===== src/rtl/dcrc_pkg.sv =====
// ----------------------------------------------------------------------------
// dcrc_pkg
// Types, constants and CRC byte-update functions for the double CRC framer.
// ----------------------------------------------------------------------------
package dcrc_pkg;

  localparam logic [15:0] CRC16_POLY = 16'h8005;
  localparam logic [11:0] CRC12_POLY = 12'h80F;

  localparam logic [1:0] PART_MSG   = 2'd0;
  localparam logic [1:0] PART_CRC16 = 2'd1;
  localparam logic [1:0] PART_CRC12 = 2'd2;

  typedef struct packed {
    logic [7:0] message_byte;
    logic       last_byte;
  } dcrc_in_t;

  typedef struct packed {
    logic [3:0] hex_nibble;
    logic [1:0] part;
    logic       last_nibble;
  } dcrc_out_t;

  // Queue word from front to back: byte plus CRC state after that byte.
  typedef struct packed {
    logic [7:0]  message_byte;
    logic        last_byte;
    logic [15:0] crc16;
    logic [11:0] crc12;
  } dcrc_entry_t;

  function automatic logic [15:0] crc16_byte(input logic [15:0] crc, input logic [7:0] data);
    logic [15:0] c;
    logic        fb;
    c = crc;
    for (int i = 7; i >= 0; i--) begin
      fb = c[15] ^ data[i];
      c  = {c[14:0], 1'b0} ^ (fb ? CRC16_POLY : 16'h0000);
    end
    return c;
  endfunction

  function automatic logic [11:0] crc12_byte(input logic [11:0] crc, input logic [7:0] data);
    logic [11:0] c;
    logic        fb;
    c = crc;
    for (int i = 7; i >= 0; i--) begin
      fb = c[11] ^ data[i];
      c  = {c[10:0], 1'b0} ^ (fb ? CRC12_POLY : 12'h000);
    end
    return c;
  endfunction

endpackage


===== src/rtl/dcrc_fifo.sv =====
// ----------------------------------------------------------------------------
// dcrc_fifo
// Small show-ahead queue between the front and back of the framer.
// ----------------------------------------------------------------------------
module dcrc_fifo #(
  parameter int W     = 37,
  parameter int DEPTH = 2
) (
  input  logic         clk,
  input  logic         rst_n,
  input  logic         push,
  input  logic [W-1:0] push_data,
  output logic         full,
  input  logic         pop,
  output logic [W-1:0] pop_data,
  output logic         not_empty
);
  localparam int PW = (DEPTH > 1) ? $clog2(DEPTH) : 1;
  localparam int CW = $clog2(DEPTH + 1);

  logic [W-1:0]  mem_r [DEPTH];
  logic [PW-1:0] wr_ptr_r, wr_ptr_nxt;
  logic [PW-1:0] rd_ptr_r, rd_ptr_nxt;
  logic [CW-1:0] count_r, count_nxt;

  assign full      = (count_r == CW'(DEPTH));
  assign not_empty = (count_r != '0);
  assign pop_data  = mem_r[rd_ptr_r];

  always_comb begin
    wr_ptr_nxt = wr_ptr_r;
    rd_ptr_nxt = rd_ptr_r;
    count_nxt  = count_r;
    if (push) begin
      wr_ptr_nxt = (wr_ptr_r == PW'(DEPTH - 1)) ? '0 : wr_ptr_r + 1'b1;
    end
    if (pop) begin
      rd_ptr_nxt = (rd_ptr_r == PW'(DEPTH - 1)) ? '0 : rd_ptr_r + 1'b1;
    end
    if (push && !pop) begin
      count_nxt = count_r + 1'b1;
    end else if (pop && !push) begin
      count_nxt = count_r - 1'b1;
    end
  end

  always_ff @(posedge clk) begin
    if (!rst_n) begin
      wr_ptr_r <= '0;
      rd_ptr_r <= '0;
      count_r  <= '0;
    end else begin
      wr_ptr_r <= wr_ptr_nxt;
      rd_ptr_r <= rd_ptr_nxt;
      count_r  <= count_nxt;
    end
  end

  always_ff @(posedge clk) begin
    if (push) begin
      mem_r[wr_ptr_r] <= push_data;
    end
  end

endmodule


===== src/rtl/dcrc_front.sv =====
// ----------------------------------------------------------------------------
// dcrc_front
// Runs both CRCs a byte per cycle unless q_full and queues each byte's result.
// ----------------------------------------------------------------------------
module dcrc_front (
  input  logic                  clk,
  input  logic                  rst_n,
  input  logic                  in_valid,
  output logic                  in_ready,
  input  dcrc_pkg::dcrc_in_t    in_word,
  input  logic                  q_full,
  output logic                  q_push,
  output dcrc_pkg::dcrc_entry_t q_entry
);
  import dcrc_pkg::*;

  logic [15:0] crc16_r, crc16_nxt;
  logic [11:0] crc12_r, crc12_nxt;
  logic [15:0] crc16_upd;
  logic [11:0] crc12_upd;

  assign in_ready  = !q_full;
  assign q_push    = in_valid && !q_full;
  assign crc16_upd = crc16_byte(crc16_r, in_word.message_byte);
  assign crc12_upd = crc12_byte(crc12_r, in_word.message_byte);

  assign q_entry.message_byte = in_word.message_byte;
  assign q_entry.last_byte    = in_word.last_byte;
  assign q_entry.crc16        = crc16_upd;
  assign q_entry.crc12        = crc12_upd;

  always_comb begin
    crc16_nxt = crc16_r;
    crc12_nxt = crc12_r;
    if (q_push) begin
      // registers restart at zero once a message closes
      crc16_nxt = in_word.last_byte ? 16'h0000 : crc16_upd;
      crc12_nxt = in_word.last_byte ? 12'h000 : crc12_upd;
    end
  end

  always_ff @(posedge clk) begin
    if (!rst_n) begin
      crc16_r <= '0;
      crc12_r <= '0;
    end else begin
      crc16_r <= crc16_nxt;
      crc12_r <= crc12_nxt;
    end
  end

endmodule


===== src/rtl/dcrc_back.sv =====
// ----------------------------------------------------------------------------
// dcrc_back
// Walks one queued byte out as nibbles, appending both CRCs on a last byte.
// ----------------------------------------------------------------------------
module dcrc_back (
  input  logic                  clk,
  input  logic                  rst_n,
  input  logic                  q_valid,
  input  dcrc_pkg::dcrc_entry_t q_entry,
  output logic                  q_pop,
  output logic                  out_valid,
  input  logic                  out_ready,
  output dcrc_pkg::dcrc_out_t   out_word
);
  import dcrc_pkg::*;

  localparam logic [3:0] IDX_LO_NIB   = 4'd1;
  localparam logic [3:0] IDX_C16_HI   = 4'd2;
  localparam logic [3:0] IDX_C16_LO   = 4'd3;
  localparam logic [3:0] IDX_LAST_NIB = 4'd8;

  logic        busy_r, busy_nxt;
  logic [3:0]  idx_r, idx_nxt;
  logic [7:0]  byte_r, byte_nxt;
  logic        last_r, last_nxt;
  logic [15:0] c16_r, c16_nxt;
  logic [11:0] c12_r, c12_nxt;
  logic        out_valid_r, out_valid_nxt;
  dcrc_out_t   out_word_r, out_word_nxt;

  logic        advance;
  logic        final_step;
  logic        load;
  dcrc_out_t   nib;

  assign advance    = busy_r && (!out_valid_r || out_ready);
  assign final_step = (idx_r == IDX_LO_NIB && !last_r) || (idx_r == IDX_LAST_NIB);
  assign load       = q_valid && (!busy_r || (advance && final_step));
  assign q_pop      = load;
  assign out_valid  = out_valid_r;
  assign out_word   = out_word_r;

  always_comb begin
    nib.hex_nibble  = 4'h0;
    nib.part        = PART_MSG;
    nib.last_nibble = 1'b0;
    case (idx_r)
      4'd0: nib.hex_nibble = byte_r[7:4];
      4'd1: nib.hex_nibble = byte_r[3:0];
      4'd2: begin
        nib.hex_nibble = c16_r[15:12];
        nib.part       = PART_CRC16;
      end
      4'd3: begin
        nib.hex_nibble = c16_r[11:8];
        nib.part       = PART_CRC16;
      end
      4'd4: begin
        nib.hex_nibble = c16_r[7:4];
        nib.part       = PART_CRC16;
      end
      4'd5: begin
        nib.hex_nibble = c16_r[3:0];
        nib.part       = PART_CRC16;
      end
      4'd6: begin
        nib.hex_nibble = c12_r[11:8];
        nib.part       = PART_CRC12;
      end
      4'd7: begin
        nib.hex_nibble = c12_r[7:4];
        nib.part       = PART_CRC12;
      end
      4'd8: begin
        nib.hex_nibble  = c12_r[3:0];
        nib.part        = PART_CRC12;
        nib.last_nibble = 1'b1;
      end
      default: nib.hex_nibble = 4'h0;
    endcase
  end

  always_comb begin
    busy_nxt      = busy_r;
    idx_nxt       = idx_r;
    byte_nxt      = byte_r;
    last_nxt      = last_r;
    c16_nxt       = c16_r;
    c12_nxt       = c12_r;
    out_valid_nxt = out_valid_r;
    out_word_nxt  = out_word_r;

    if (advance) begin
      out_valid_nxt = 1'b1;
      out_word_nxt  = nib;
      idx_nxt       = idx_r + 1'b1;
      // CRC-16 is folded into the CRC-12 a byte at a time while it goes out
      if (idx_r == IDX_C16_HI) begin
        c12_nxt = crc12_byte(c12_r, c16_r[15:8]);
      end else if (idx_r == IDX_C16_LO) begin
        c12_nxt = crc12_byte(c12_r, c16_r[7:0]);
      end
      if (final_step) begin
        busy_nxt = 1'b0;
      end
    end else if (out_ready) begin
      out_valid_nxt = 1'b0;
    end

    if (load) begin
      busy_nxt = 1'b1;
      idx_nxt  = '0;
      byte_nxt = q_entry.message_byte;
      last_nxt = q_entry.last_byte;
      c16_nxt  = q_entry.crc16;
      c12_nxt  = q_entry.crc12;
    end
  end

  always_ff @(posedge clk) begin
    if (!rst_n) begin
      busy_r      <= 1'b0;
      idx_r       <= '0;
      out_valid_r <= 1'b0;
    end else begin
      busy_r      <= busy_nxt;
      idx_r       <= idx_nxt;
      out_valid_r <= out_valid_nxt;
    end
  end

  always_ff @(posedge clk) begin
    byte_r     <= byte_nxt;
    last_r     <= last_nxt;
    c16_r      <= c16_nxt;
    c12_r      <= c12_nxt;
    out_word_r <= out_word_nxt;
  end

endmodule


===== src/rtl/double_crc16_crc12_appender_top.sv =====
// ----------------------------------------------------------------------------
// double_crc16_crc12_appender_top
// Frames a byte stream as hex nibbles with a CRC-16 and a CRC-12 appended.
// ----------------------------------------------------------------------------
// Input words carry one message byte and a last flag; both CRCs take the
// byte MSB first. Each output word is one nibble tagged as message, CRC-16
// or CRC-12, with last_nibble set on the closing CRC-12 nibble.
// An ordinary byte gives two nibbles, a last byte nine (two message, four
// CRC-16, three CRC-12). Nibbles leave at one per cycle while out_ready
// is high and the queue is not empty. When the block is empty, the first
// nibble of a taken byte goes through the queue, the back end's byte
// state and the output word register before out_valid rises.
// The front computes both CRCs a whole byte per cycle while in_ready is
// high and queues each byte with its CRC state, so input is taken while
// the output stalls, until the queue (QUEUE_DEPTH words) fills.
// in_ready then drops. A stalled output word holds its value until taken.
// Reset clears both CRCs, empties the queue and drops out_valid.
// ----------------------------------------------------------------------------
module double_crc16_crc12_appender_top #(
  parameter int QUEUE_DEPTH = 2
) (
  input  logic                clk,
  input  logic                rst_n,
  input  logic                in_valid,
  output logic                in_ready,
  input  dcrc_pkg::dcrc_in_t  in_word,
  output logic                out_valid,
  input  logic                out_ready,
  output dcrc_pkg::dcrc_out_t out_word
);
  import dcrc_pkg::*;

  logic        q_full;
  logic        q_push;
  logic        q_pop;
  logic        q_valid;
  dcrc_entry_t q_wr_entry;
  dcrc_entry_t q_rd_entry;

  dcrc_front u_front (
    .clk      (clk),
    .rst_n    (rst_n),
    .in_valid (in_valid),
    .in_ready (in_ready),
    .in_word  (in_word),
    .q_full   (q_full),
    .q_push   (q_push),
    .q_entry  (q_wr_entry)
  );

  dcrc_fifo #(
    .W     ($bits(dcrc_entry_t)),
    .DEPTH (QUEUE_DEPTH)
  ) u_fifo (
    .clk       (clk),
    .rst_n     (rst_n),
    .push      (q_push),
    .push_data (q_wr_entry),
    .full      (q_full),
    .pop       (q_pop),
    .pop_data  (q_rd_entry),
    .not_empty (q_valid)
  );

  dcrc_back u_back (
    .clk       (clk),
    .rst_n     (rst_n),
    .q_valid   (q_valid),
    .q_entry   (q_rd_entry),
    .q_pop     (q_pop),
    .out_valid (out_valid),
    .out_ready (out_ready),
    .out_word  (out_word)
  );

endmodule


===== config.mk =====
export PLATFORM = sky130hd
export DESIGN_NAME = double_crc16_crc12_appender_top
export DESIGN_NICKNAME = d
export VERILOG_FILES = /design/src/rtl/dcrc_pkg.sv /design/src/rtl/dcrc_fifo.sv /design/src/rtl/dcrc_front.sv /design/src/rtl/dcrc_back.sv /design/src/rtl/double_crc16_crc12_appender_top.sv
export SDC_FILE = /design/constraint.sdc
export NUM_CORES = 1
export LEC_CHECK = 0
export ABC_AREA = 0
export BUFFER_PORTS_ARGS = -buffer_cell sky130_fd_sc_hd__buf_2
export CORE_UTILIZATION = 31
export DETAILED_ROUTE_END_ITERATION = 10
export HOLD_SLACK_MARGIN = 0.1
export PLACE_DENSITY = 0.54
export SLEW_MARGIN = 20
export SYNTH_ARGS = -nofsm -noshare
export SYNTH_HDL_FRONTEND = slang
export SYNTH_SLANG_ARGS = --single-unit

===== constraint.sdc =====
create_clock -name clk -period 3.7 [get_ports clk]
set_input_delay 1.11 -clock clk [delete_from_list [all_inputs] [get_ports clk]]
set_output_delay 1.11 -clock clk [all_outputs]
set_load 0.005 [all_outputs]

==> qor_table.md <==
| Step | Result | This run |
|---|---|---|
| setup path | Cell at the slowest stage of the critical path | ha_1 |
| timing | Post-Route Skew | 0.0102 ns |
| clocking | Sinks on Clock Net | 157 |
| timing | Aggregate negative setup slack | 0 ns |
| setup path | Crit. End Element | flip-flop |
| placement | Placer's final routability congestion estimate | 0.858 |
| detailed routing | Met1 routed wirelength after detailed routing | 7.43 mm |
| clocking | Hold buffers post-CTS | 0 |
| placement | DP Wirelength | 10.6 mm |
| power and ir drop | Combinational group share of total power | 40.6% |
| timing | Worst slew margin | 34.0% |
| clocking | H-Tree Level Count | 4 |
| layout | Fin nets | 558 |
| clocking | Clock tree from TritonCTS | built |
| floorplanning | Full die area | 0.0234 mm^2 |
| detailed routing | Total wirelength of the detailed-routed design | 15.3 mm |
| setup path | Worst Setup SP | u_back.idx_r[0]$_SDFFE_PP0P_ |
| detailed routing | Highest metal used | met4 |
| detailed routing | Violation count after the first detailed-route iteration | 241 |
| power and ir drop | PwrDens | 1010 mW/mm^2 |
| grt | Number of global-route vias before repair | 4067 |
| floorplanning | DIE HEIGHT | 153 um |
| timing | Final-report hold violation count | 0 |
| yosys | Count of state elements after synthesis | 157 |
| detailed routing | Avg WL per Cell | 18.3 um |
| floorplanning | Effective utilization at floorplan | 31.9% |
| power and ir drop | Seq pwr share | 37.7% |
| detailed routing | Vias/cell | 4.77 |
| setup path | Top delay family on crit path | simple AND/OR/NAND/NOR gates |
| power and ir drop | Switching share of power | 35.0% |
| detailed routing | Vias after detailed routing | 3973 |
| timing | Final Setup Violations | 0 |
| yosys | Synthesis Warnings | 0 |
| setup path | Cell type with the highest occurrence count on the critical path | ha_1 |
| layout | Fraction of final layout cells sized beyond drive strength 1 | 17.4% |
| yosys | Avg Inst Size Synth | 13.6 um^2 |
| detailed routing | Met3 wire len | 549 um |
| clocking | Clock Path Buffers | 2 |
| clocking | Post-CTS Resized | 0 |
| yosys | Leading register cell type out of synthesis | edfxtp_1 |
| setup path | Critical Path Source Type | flip-flop |
| power and ir drop | Total power consumption of the routed design | 8140 uW |
| setup path | Delay of the slowest cell on the worst path | 0.44 ns |
| setup path | Number of buffer and inverter instances along the worst setup path | 1 |
| clocking | Clock input transition at the sequential cells of the worst setup and hold paths | 0.06 ns |
| power and ir drop | Switching power summed over all nets | 2850 uW |
| clocking | Skew-Pair Late Insertion Delay | 0.43 ns |
| detailed routing | Detailed-routed wire length on met2 | 7.13 mm |
| timing | Unrepaired setup endpoints after global routing | false |
| floorplanning | Width of the die | 153 um |
| clocking | Total CTS buffers | 17 |
| timing | Final critical-path share of the clock period | 80.8% |
| grt | Global-route wire length before repair | 24.0 mm |
| detailed routing | Drt drc | 0 |
| detailed routing | Pre-Repair DR Iteration Count | 4 |
| grt | GRT Total Usage | 13.9% |
| power and ir drop | Internal power | 5290 uW |
| floorplanning | Number of placement rows | 54 |
| status | Result of the run | completed |
| yosys | Post-Syn Instances | 518 |
| floorplanning | I/O pin count | 22 |
| timing | Final Max Slew Viols | 0 |
| grt | Initial antenna violation count | 0 |
| placement | Buffers added on ports | 21 |
| setup path | Worst Path Max Fanout | 19 |
| yosys | Post-synthesis async set-or-reset flop share | 0% |
| grt | Gr ovfl total | 0 |
| setup path | Required time worst endpoint | 4.05 ns |
| setup path | Reg-to-reg setup timing slack | 0.71 ns |
| layout | Area growth from synthesis to final layout | 14.6% |
| floorplanning | Core box area | 0.0221 mm^2 |
| timing | Fmax | 334 MHz |
| flow run | Number of max-cap violations | 0 |
| layout | Core Util, Final | 36.6% |
| yosys | Count of flip-flops with a built-in enable after synthesis | 118 |
| hold path | Beginning of the worst hold path | u_back.busy_r$_SDFFE_PN0P_ |
| detailed routing | Number of nets with antenna violations after routing | 0 |
| hold path | Worst min-delay path category | reg -> reg |
| setup path | Crit path kind | reg -> reg |
| yosys | Number of distinct standard cells referenced by the synthesized netlist | 43 |
| power and ir drop | P_leak | 0.00282 uW |
| timing | Transition at the pin with the smallest max-transition slack | 0.989 ns |
| yosys | Nets in the synthesized netlist | 536 |
| yosys | Share of the yosys chip area belonging to registers | 61.3% |
| timing | Shortest period the worst path allows | 2.99 ns |
| clocking | Post-CTS Repair Setup Buffers | 0 |
| yosys | Synthesized cell area | 0.00706 mm^2 |
| power and ir drop | Highest ir drop seen on vdd | 0.387 mV |
| power and ir drop | Clock network fraction of total power | 21.7% |
| setup path | Worst r2r src | u_back.idx_r[0]$_SDFFE_PP0P_ |
| clocking | Clock root buffer | clkbuf_16 |
| setup path | Arrival time at the worst endpoint | 3.34 ns |
| grt | Pin count of the biggest net entering global routing | 39 |
| setup path | CP cell instances | ha_1 > nor3b_1 > a21oi_1 > o31a_1 > or2_2 > buf_4 > ha_1 > or3_1 > a21boi_0 |
| layout | ANT cells | 0 |
-- registers in the layout, indices dropped and copies added (netlist names), 2 cells and up, named ones only --
| signal | count |
|---|---|
| u_back.c12_r | 12 |
| u_back.out_word | 7 |
| u_fifo.mem_r | 74 |
| u_front.crc12_r | 12 |
| u_back.c16_r | 16 |
| u_fifo.count_r | 2 |
| u_front.crc16_r | 16 |
| u_back.idx_r | 4 |
| u_back.byte_r | 8 |
-- kinds of logic (layout without fill, tap and decap cells) --
logic type | Yosys count | count (layout) | synth area share, %
flip-flops | 157 | 157 | 61.3
AND/OR/NAND/NOR | 98 | 98 | 7.31
XOR/XNOR | 95 | 95 | 14.4
AO/OA/AOI/OAI | 86 | 86 | 7.87
multiplexers | 41 | 41 | 6.28
buffers and inverters | 36 | 71 | 2.00
adder cells (fa/ha/maj) | 5 | 5 | 0.887
-- power groups by stage --
stage	combinational, uW	clock, uW	sequential (uW)
floorplan	2630	0	2930
global placement	3260	0	3100
detailed placement	3300	0	3110
CTS	3330	1800	3080
global route	3660	1880	3130
finish	3310	1770	3070
-- cell usage in the layout (no fill, tap or decap), types with 4 or more instances in the layout --
cell,n
a21oi_1,22
a22oi_1,34
and2_1,6
buf_2,21
buf_4,8
clkbuf_16,19
dfxtp_1,38
edfxtp_1,118
ha_1,5
inv_1,10
inv_6,5
mux2_2,26
mux2i_1,15
nand2_1,21
nand3_1,4
nor2_1,18
nor2b_1,30
nor3_1,4
nor3b_1,6
o21ai_0,16
xnor2_1,54
xnor3_1,8
xor2_1,28
-- synth_stat cells, types with 2 or more instances --
cell type / number / area (um^2)
a21oi_1: 22 / 110
ha_1: 5 / 62.6
nand3_1: 4 / 20.0
o21ai_0: 16 / 80.1
dfxtp_1: 39 / 781
clkbuf_1: 21 / 78.8
or2_2: 2 / 12.5
inv_1: 10 / 37.5
and2_1: 6 / 37.5
xor2_1: 28 / 245
buf_1: 2 / 7.51
nor3b_1: 6 / 45.0
o31a_1: 2 / 17.5
edfxtp_1: 118 / 3540
nor2_1: 20 / 75.1
nor3_1: 4 / 20.0
a211oi_1: 2 / 15.0
mux2i_1: 15 / 150
buf_2: 2 / 10.0
o211ai_1: 2 / 15.0
o21a_1: 2 / 15.0
xnor3_1: 8 / 180
nand2_1: 21 / 78.8
a31oi_1: 2 / 12.5
nor2b_1: 30 / 188
mux2_2: 26 / 293
a22oi_1: 34 / 255
xnor2_1: 54 / 473
-- cell type report --
class / instances / area, um^2
fillers: 2084 / 14000
multi-input cells: 325 / 2610
repair buffers: 29 / 165
flip-flops and latches: 157 / 4330
clock buffers: 21 / 483
well taps: 280 / 350
inverters: 10 / 37.5
clock inverters: 11 / 118
-- per-stage QoR --
step	hold slack (ns)	cells	worst slack, ns	instance area (um^2)
2_1_floorplan	0.440	518	0.0898	7060
3_3_place_gp	0.467	801	0.617	7480
3_5_place_dp	0.476	801	0.591	7480
4_1_cts	0.496	833	0.721	8080
5_1_grt	0.525	833	0.529	8080
6_report	0.489	833	0.709	8080
-- worst register-to-register path: cells and delay by family, from the launching register on --
kind	cells	cell delay, ns
AND/OR/NAND/NOR	3	0.96
adder cells (fa/ha/maj)	2	0.78
AO/OA/AOI/OAI	3	0.54
flip-flops	1	0.42
buffers and inverters	1	0.21
-- worst paths after layout --
path	endpoint	depth (start not counted)
worst max-delay path	u_fifo.count_r[1]$_SDFFE_PN0P_	9
worst min-delay path	u_back.out_valid$_SDFFE_PN0P_	1
worst max register to register	u_fifo.count_r[1]$_SDFFE_PN0P_	9
worst min register to register	u_back.out_valid$_SDFFE_PN0P_	1
-- metal layers --
metal	global-route usage, %	vias to the layer above
met2	21.3	75
met1	19.1	1967
met3	3.71	13
met5	0	-
met4	4.14	0
li1	-	1918
No activity file was read; power rests on OpenSTA's default activity.
